==> config.mk <==
export PLATFORM = sky130hd
export DESIGN_NAME = quadrature_position_counter
export DESIGN_NICKNAME = d
export VERILOG_FILES = /design/src/rtl/qpc_pkg.sv /design/src/rtl/qpc_majority_filter.sv /design/src/rtl/qpc_tracker.sv /design/src/rtl/quadrature_position_counter.sv
export SDC_FILE = /design/constraint.sdc
export NUM_CORES = 1
export LEC_CHECK = 0
export ABC_AREA = 1
export CORE_MARGIN = 2
export CORE_UTILIZATION = 25
export DETAILED_ROUTE_END_ITERATION = 8
export DONT_BUFFER_PORTS = 1
export RECOVER_POWER = 100
export SLEW_MARGIN = 20
export SYNTH_ARGS = -nofsm -noshare
export SYNTH_HDL_FRONTEND = slang
export SYNTH_SLANG_ARGS = --single-unit
==> constraint.sdc <==
create_clock -name clock -period 6.3 [get_ports clock]
set_input_delay 0.63 -clock clock [delete_from_list [all_inputs] [get_ports clock]]
set_output_delay 0.63 -clock clock [all_outputs]
set_load 0.02 [all_outputs]
==> src/rtl/qpc_pkg.sv <==
`timescale 1ns / 1ps
`default_nettype none
// ----------------------------------------------------------------------------
// qpc_pkg: shared definitions for the quadrature position counter
// Field widths, reset values, action codes and the result record.
// ----------------------------------------------------------------------------
package qpc_pkg;

   localparam int SAMPLE_COUNT_DEFAULT = 10;
   localparam int SAMPLES_W            = 10;
   localparam int THRESHOLD_W          = 4;
   localparam int POSITION_W           = 32;
   localparam int ACTION_W             = 2;

   localparam logic [THRESHOLD_W-1:0] THRESHOLD_RESET = 4'd5;

   typedef enum logic [ACTION_W-1:0] {
      ACT_EDGE_A = 2'd0,
      ACT_EDGE_B = 2'd1,
      ACT_READ   = 2'd2,
      ACT_MARK   = 2'd3
   } action_type;

   typedef struct packed {
      logic                  level_b;
      logic                  level_a;
      logic                  changed;
      logic [POSITION_W-1:0] relative_position;
   } result_type;

endpackage

`default_nettype wire

==> src/rtl/qpc_majority_filter.sv <==
`timescale 1ns / 1ps
`default_nettype none
// ----------------------------------------------------------------------------
// qpc_majority_filter: majority vote over raw pin samples
// Counts the one samples and reports a high level when the count exceeds
// the programmed threshold.
// ----------------------------------------------------------------------------
module qpc_majority_filter #(
   parameter int SAMPLE_COUNT = qpc_pkg::SAMPLE_COUNT_DEFAULT
) (
   input  wire logic [qpc_pkg::SAMPLES_W-1:0]   samples,
   input  wire logic [qpc_pkg::THRESHOLD_W-1:0] threshold,
   output logic                                 level
);
   import qpc_pkg::*;

   // only the bits present in the field can be counted
   localparam int CountedBits = (SAMPLE_COUNT < SAMPLES_W) ? SAMPLE_COUNT : SAMPLES_W;
   localparam int CountW      = $clog2(CountedBits + 1);
   localparam int CmpW        = (CountW > THRESHOLD_W) ? CountW : THRESHOLD_W;

   logic [CountW-1:0] ones;
   logic [CmpW-1:0]   ones_ext;
   logic [CmpW-1:0]   threshold_ext;

   always_comb begin
      ones = '0;
      for (int i = 0; i < CountedBits; i++) begin
         ones = ones + CountW'(samples[i]);
      end
   end

   assign ones_ext      = CmpW'(ones);
   assign threshold_ext = CmpW'(threshold);
   assign level         = (ones_ext > threshold_ext);

endmodule

`default_nettype wire

==> src/rtl/qpc_tracker.sv <==
`timescale 1ns / 1ps
`default_nettype none
// ----------------------------------------------------------------------------
// qpc_tracker: position, reference, channel levels and changed flag
// Applies one action per step and forms the result for the output register.
// ----------------------------------------------------------------------------
module qpc_tracker (
   input  wire logic                clock,
   input  wire logic                reset,
   input  wire logic                step,
   input  wire qpc_pkg::action_type action,
   input  wire logic                level,
   output qpc_pkg::result_type      result
);
   import qpc_pkg::*;

   logic [POSITION_W-1:0] position_ff, position_in;
   logic [POSITION_W-1:0] reference_ff, reference_in;
   logic                  level_a_ff, level_a_in;
   logic                  level_b_ff, level_b_in;
   logic                  changed_ff, changed_in;
   logic                  changed_out;

   always_comb begin
      position_in  = position_ff;
      reference_in = reference_ff;
      level_a_in   = level_a_ff;
      level_b_in   = level_b_ff;
      changed_in   = changed_ff;
      changed_out  = changed_ff;
      case (action)
         ACT_EDGE_A: begin
            level_a_in = level;
            if (level && !level_b_ff) begin
               position_in = position_ff - POSITION_W'(1);
               changed_in  = 1'b1;
            end
            changed_out = changed_in;
         end
         ACT_EDGE_B: begin
            level_b_in = level;
            if (level && !level_a_ff) begin
               position_in = position_ff + POSITION_W'(1);
               changed_in  = 1'b1;
            end
            changed_out = changed_in;
         end
         ACT_READ: begin
            // report the flag as it stood, then clear it
            changed_in = 1'b0;
         end
         ACT_MARK: begin
            reference_in = position_ff;
         end
         default: begin
         end
      endcase
   end

   always_ff @(posedge clock) begin
      if (reset) begin
         position_ff  <= '0;
         reference_ff <= '0;
         level_a_ff   <= 1'b0;
         level_b_ff   <= 1'b0;
         changed_ff   <= 1'b0;
      end else if (step) begin
         position_ff  <= position_in;
         reference_ff <= reference_in;
         level_a_ff   <= level_a_in;
         level_b_ff   <= level_b_in;
         changed_ff   <= changed_in;
      end
   end

   assign result.relative_position = position_in - reference_in;
   assign result.changed           = changed_out;
   assign result.level_a           = level_a_in;
   assign result.level_b           = level_b_in;

endmodule

`default_nettype wire

==> src/rtl/quadrature_position_counter.sv <==
`timescale 1ns / 1ps
`default_nettype none
// ----------------------------------------------------------------------------
// quadrature_position_counter: rotary encoder counter with majority filter
//
//   channel  direction  handshake          payload
//   req      in         tvalid / tready    tuser action, tdata pin samples
//   rsp      out        tvalid / tready    tdata position, flags
//   csr      in         wr_en              wr_data majority threshold
//
// An accepted transaction is held in the input register, then the filter and
// tracker update the state and load the result register; one transaction is
// taken every cycle while the result register is not stalled.
// A stalled result holds the result register; the input register then holds
// its transaction and req_tready drops until the result is taken.
// Synchronous reset clears the state, the valid bits and sets threshold to 5.
// ----------------------------------------------------------------------------
module quadrature_position_counter #(
   parameter int SAMPLE_COUNT = qpc_pkg::SAMPLE_COUNT_DEFAULT
) (
   input  wire logic                                clock,
   input  wire logic                                reset,
   input  wire logic                                req_tvalid,
   output logic                                     req_tready,
   input  wire logic [15:0]                         req_tdata,   // pin_samples[9:0], zero pad
   input  wire logic [qpc_pkg::ACTION_W-1:0]        req_tuser,   // action[1:0]
   output logic                                     rsp_tvalid,
   input  wire logic                                rsp_tready,
   // relative_position[31:0], changed, level_a_out, level_b_out, zero pad
   output logic [39:0]                              rsp_tdata,
   input  wire logic                                csr_wr_en,
   input  wire logic [qpc_pkg::THRESHOLD_W-1:0]     csr_wr_data
);
   import qpc_pkg::*;

   logic                   in_valid_ff;
   action_type             in_action_ff;
   logic [SAMPLES_W-1:0]   in_samples_ff;
   logic                   out_valid_ff;
   result_type             out_result_ff;
   logic [THRESHOLD_W-1:0] threshold_ff;

   logic       advance;
   logic       level;
   result_type result;

   assign advance    = in_valid_ff && (!out_valid_ff || rsp_tready);
   assign req_tready = !in_valid_ff || advance;

   qpc_majority_filter #(
      .SAMPLE_COUNT(SAMPLE_COUNT)
   ) u_filter (
      .samples  (in_samples_ff),
      .threshold(threshold_ff),
      .level    (level)
   );

   qpc_tracker u_tracker (
      .clock (clock),
      .reset (reset),
      .step  (advance),
      .action(in_action_ff),
      .level (level),
      .result(result)
   );

   always_ff @(posedge clock) begin
      if (reset) begin
         in_valid_ff  <= 1'b0;
         out_valid_ff <= 1'b0;
         threshold_ff <= THRESHOLD_RESET;
      end else begin
         if (req_tready) begin
            in_valid_ff <= req_tvalid;
         end
         if (advance) begin
            out_valid_ff <= 1'b1;
         end else if (rsp_tready) begin
            out_valid_ff <= 1'b0;
         end
         if (csr_wr_en) begin
            threshold_ff <= csr_wr_data;
         end
      end
      if (req_tready && req_tvalid) begin
         in_action_ff  <= action_type'(req_tuser);
         in_samples_ff <= req_tdata[SAMPLES_W-1:0];
      end
      if (advance) begin
         out_result_ff <= result;
      end
   end

   assign rsp_tvalid = out_valid_ff;
   assign rsp_tdata  = {5'b0, out_result_ff.level_b, out_result_ff.level_a,
                        out_result_ff.changed, out_result_ff.relative_position};

`ifndef NO_ASSERTIONS
   // a transaction leaving the input register always lands in the result register
   a_advance_loads: assert property (@(posedge clock) disable iff (reset)
      advance |=> out_valid_ff)
      else $error("advanced transaction did not reach result register");

   // a blocked transaction stays in the input register unchanged
   a_input_holds: assert property (@(posedge clock) disable iff (reset)
      (in_valid_ff && !advance) |=> (in_valid_ff && $stable(in_samples_ff)
                                     && $stable(in_action_ff)))
      else $error("blocked input transaction was lost or altered");

   // an empty input register never refuses a transaction
   a_ready_when_empty: assert property (@(posedge clock) disable iff (reset)
      !in_valid_ff |-> req_tready)
      else $error("input refused while input register empty");

   // a threshold write takes effect on the next cycle
   a_threshold_write: assert property (@(posedge clock) disable iff (reset)
      csr_wr_en |=> (threshold_ff == $past(csr_wr_data)))
      else $error("threshold write not applied");
`endif

endmodule

`default_nettype wire

# Yosys cells after proc, flatten, opt, wreduce, memory -nomap -nowiden
# Cells that the tools add are included.
# totals
inputBits	27
wordCells	56
register_bits	120
# op_classes
muxes	12
eq_ne	3
n_reduce_logical	14
n_addsub	12
n_lt_le_gt_ge	1
# ops
cell	n
32-bit 2-to-1 mux	3
32-bit case mux with 2 select lines	1
32-bit by 1-bit adder with 32-bit output, second input constant	1
4-bit by 1-bit adder with 4-bit output	8
32-bit by 1-bit subtractor with 32-bit output, second input constant	1
32-bit subtractor	1
1-bit 2-to-1 mux	6
2-bit == test, second input constant	2
4-bit > comparator	1
1-bit logical AND	4
1-bit zero test	4
1-bit case mux with 3 select lines	1
3-bit nonzero test	1
1-bit by 1-bit adder with 2-bit output	1
2-bit by 1-bit == test with 1-bit output, second input constant	1
2-bit zero test	1
1-bit logical OR	2
1-bit case mux with 2 select lines	1
2-bit AND reduction	1
2-bit nonzero test	1

# Longest topological paths before layout
# depth
depth_word	14
ltp_mapped	36
mapped_depth_nobuf	35

# Cells and area by module
# Synthesis repeated with hierarchy kept, for this count alone.
# hier_totals
cells_unflattened	1354
hier_area_um2	9097.5
# by_module_without_submodules
module	area_each_um2	seq_area_each_um2	cells_each	instances
qpc_tracker	7099.3	1341.3	1229	1
quadrature_position_counter	1681.6	1531.5	83	1
qpc_majority_filter	316.6	0.0	42	1

# Worst setup path before layout
# No wires, ideal clock.
# synth_timing
path_kind	flip-flop to flip-flop
startpoint	register in_samples_ff[0]
endpoint	register out_result_ff, in the netlist rsp_tdata[24], data pin
setup_slack_ps	476
t_required_ps	6035
path_buffers	1
t_arrival_ps	5559
synth_period_minus_slack_ps	5824
setup_time_ps	265
path_stages_with_launch	31
path_cell_list	edfxtp_1 > ha_1 > inv_1 > fa_1 > fa_1 > fa_1 > inv_1 > fa_1 > inv_1 > fa_1 > inv_1 > ha_1 > nand2_1 > nand2_1 > nand2_1 > nand2_1 > nand3_2 > inv_2 > buf_4 > o21ai_0 > o21ai_1 > ha_1 > fa_1 > o21ai_1 > nand2_1 > nand3_1 > nand2_1 > nand2_1 > a21oi_1 > o21ai_0 > xor2_1
# synth_lines
element	line	source
start: declaration	quadrature_position_counter.sv:38	logic [SAMPLES_W-1:0] in_samples_ff;
start signal: assignment	quadrature_position_counter.sv:87	in_samples_ff <= req_tdata[SAMPLES_W-1:0];
end signal: assignment	quadrature_position_counter.sv:90	out_result_ff <= result;
end: declaration	quadrature_position_counter.sv:40	result_type out_result_ff;

==> summary.md <==
| Metric | Value |
|---|---|
| Setup ws final | `between 200 and 250 ps` |
| Setup slack at placement | `-92.9 ps` |
| Placer Congestion | `approximately 0.92` |
| Initial drt markers | `around 790` |
| Worst-path clk slew | `roughly 60 ps` |
| Share of cells above drive strength 1 | `0.258` |
| Worst-Margin Slew | `around 3300 ps` |
| Drt wl/cell | `between 15 and 20 um` |
| Pwr/cell area | `~340 nW/um2` |
| Routed WL | `roughly 32 mm` |
| Req. time, crit path | `6490 ps` |
| Critical Path AT | `about 6300 ps` |
| Mean Syn Cell Area | `6.62 um2` |
| Core Area | `37800 um2` |
| Slew headroom | `-1.21` |
| First-pass GRT wire length | `48.9 mm` |
| Antenna violations before repair | `0` |
| Outcome | `complete, but fails checks` |
| Vias in the first global route | `just over 9000` |
| Distinct cells, synth | `46` |
| Final setup viols | `0` |
| Die area | `40100 um2` |
| EDFF count, synth | `47` |
| Starting Density | `0.255` |
| Post-route insts no fill | `between 2000 and 2500` |
| Worst Skew | `13.0 ps` |
| Critical path startpoint | `in_samples_ff[0]` |
| Area grow syn2layout | `31.1%` |
| Vias/cell | `~4.8` |
| CP peak stage delay | `~490 ps` |
| R2R setup slack | `between 200 and 250 ps` |
| Final worst path period need | `roughly 6000 ps` |
| Crit path buf inv count | `10` |
| Port bufs | `0` |
| Yosys warns | `0` |
| Root Buffer | `clkbuf_16` |
| Post-route ant nets | `0` |
| Primary FF master, synth | `dfxtp_1` |
| # diodes | `0` |
| Nets | `between 1500 and 2000` |
| Die span in y | `about 200 um` |
| Critical path's slowest cell | `fa_1` |
| Cell area after synthesis | `about 9600 um2` |
| Final Hold Fails | `0` |
| Fmax | `165 MHz` |
| Overflow after GRT | `0` |
| Register-to-Register Path Depth | `35` |
| Number of synthesized register bits | `120` |
| Slew Viols, Final | `around 130` |
| Crit path max-delay family | `adder cells` |
| Crit start category | `register` |
| Max cap viols | `2` |
| DR vias | `roughly 10000` |
| HPWL after detailed placement | `23.1 mm` |
| Pin count of the biggest net entering global routing | `80` |
| CTS max path bufs | `2` |
| Clk_lat worst skew | `about 430 ps` |
| Reg2reg end | `rsp_tdata[30]` |
| Drt pass-1 iters | `5` |
| Nature of the critical path endpoint | `register` |
| Number of H-tree levels | `4` |
| RSZ-0062 raised after global routing | `yes` |
| Leak | `~5.4 nW` |
| Reg-to-Reg Start | `in_samples_ff[0]` |
| CTS buffer count | `17` |
| Rows | `just over 70` |
| Min-delay src | `reset` |
| Violated checks | `max-capacitance violations, max-slew violations` |
| Die width | `200 um` |
| DRC errors left | `0` |
| TritonCTS clock tree | `yes` |
| Total clock sinks | `120` |
| GRT Overall Usage | `0.151` |
| Tcrit/Tclk final | `0.964` |
| WHS Endpoint | `in_valid_ff` |
| Synth async-reset ratio | `0` |
| Post-placement cell count | `around 2000` |
| Gate Count Post-Synth | `1455` |
| HP Class | `input pin to register` |
| Worst-path fanout max | `8` |
| Peak VDD IR | `about 0.23 mV` |
| Sequential area share after synthesis | `0.298` |
| Post-CTS Hold Buffers | `0` |
| Hold path depth | `1` |
| Most frequent cell on the critical path | `nand2_2` |
| WS Path Type | `register to register` |
| Io pins | `69` |
==> placed cells by master (no fill, tap or decap), types with 10 or more instances in the layout <==
| master | instances |
|---|---|
| a211oi_1 | 29 |
| buf_4 | 129 |
| buf_6 | 10 |
| nand3_2 | 16 |
| nor2_2 | 31 |
| o21ai_2 | 26 |
| inv_1 | 147 |
| a21oi_1 | 41 |
| nand3_1 | 121 |
| edfxtp_1 | 47 |
| o21ai_0 | 86 |
| clkbuf_16 | 23 |
| nand2_2 | 36 |
| ha_4 | 23 |
| xor2_1 | 32 |
| nand2_1 | 324 |
| a21oi_2 | 27 |
| inv_2 | 23 |
| dfxtp_1 | 73 |
| ha_1 | 21 |
| nor2_1 | 152 |
| o21ai_1 | 17 |
| nand4_1 | 19 |
==> kinds of logic (layout without fill, tap and decap cells) <==
family,after synthesis,after routing,share of synthesized area
DFF,120,120,0.298
buffers and inverters,255,355,0.112
adders and majority gates,52,52,0.0730
and+or+nand+nor,724,724,0.324
AOI/OAI and AO/OA,263,263,0.156
xor gates and xnor gates,40,40,0.0364
other,1,5,0.000389
==> state kept, by name, indices dropped and copies added (netlist names), 2 cells and up <==
| register | cells |
|---|---|
| in_action_ff | 2 |
| in_samples_ff | 10 |
| rsp_tdata | 35 |
| threshold_ff | 4 |
| u_tracker.position_ff | 32 |
| u_tracker.reference_ff | 32 |
==> layer usage <==
metal | share of wire | global-route usage | wire length, um | vias to the layer above
li1 | - | - | - | 4970
met2 | 0.48 | 0.253 | 15200 | 303
met5 | 0 | 0 | 0 | -
met1 | 0.44 | 0.197 | 14000 | 4635
met4 | 0.032 | 0.0597 | 1000 | 0
met3 | 0.041 | 0.0185 | 1310 | 58
==> Yosys cell counts (all sizes together), types with 7 or more instances <==
cell / n / area share
xnor2: 8 / 0.0073
a21o: 8 / 0.0062
dfxtp: 73 / 0.15
clkbuf: 33 / 0.013
fa: 7 / 0.015
a211oi: 29 / 0.023
inv: 173 / 0.067
nand3: 138 / 0.075
buf: 48 / 0.030
xor2: 32 / 0.029
o21ai: 130 / 0.068
nor3: 8 / 0.0053
ha: 45 / 0.058
nor2: 191 / 0.082
a21oi: 72 / 0.040
nand2: 365 / 0.15
nand4: 19 / 0.012
edfxtp: 47 / 0.15
==> worst max path at each step <==
stage | cells after the start | endpoint | slack (ps)
2_1_floorplan | 30 | rsp_tdata[24] | 480
3_3_place_gp | 31 | rsp_tdata[24] | -90
3_5_place_dp | 31 | rsp_tdata[24] | -90
4_1_cts | 32 | rsp_tdata[28] | 10
5_1_grt | 35 | rsp_tdata[30] | -60
6_report | 35 | rsp_tdata[30] | 220
==> report_power, final <==
| group | leakage, nW | internal [W] | switching (W) |
|---|---|---|---|
| Clock | 0.320 | 0.000670 | 0.000382 |
| Combinational | 4.06 | 0.00102 | 0.00123 |
| Sequential | 1.05 | 0.000934 | 0.000117 |
| Total | 5.42 | 0.00262 | 0.00173 |
==> worst reg2reg max path, delay by kind of cell, from the launching register on <==
kind | cells | cell delay (ps)
AOI/OAI and AO/OA | 5 | 690
adders and majority gates | 8 | 2890
xor gates and xnor gates | 1 | 140
buffers and inverters | 10 | 900
and+or+nand+nor | 11 | 830
DFF | 1 | 370
==> through the flow <==
stage | hold slack, ps | TNS, ps | power (W) | utilization | cell area, um2
after floorplan | 425 | 0 | 0.00208 | - | 9640
after global placement | 442 | -187 | 0.00279 | 0.287 | 10800
after detailed placement | 446 | -293 | 0.00281 | 0.287 | 10800
after CTS | 251 | 0 | 0.00389 | 0.305 | 11500
after global routing | 261 | -379 | 0.00462 | 0.334 | 12600
final | 269 | 0 | 0.00435 | 0.334 | 12600
==> cell type report <==
type | instances | area, um2
fill | 3947 | 25100
sequential | 120 | 2870
multi-input combinational | 1084 | 6550
tap | 511 | 639
timing repair buffer | 149 | 1260
clock inverter | 7 | 72.6
timing repair inverter | 1 | 6.26
inverter | 173 | 658
clock buffer | 25 | 571
==> repair_timing <==
item,in CTS,in global routing
gates cloned,0,4
endpoints found under the setup margin,5,21
setup buffers,1,22
resized for setup,11,207
pin swaps,0,51
No activity file was read; power rests on OpenSTA's default activity.
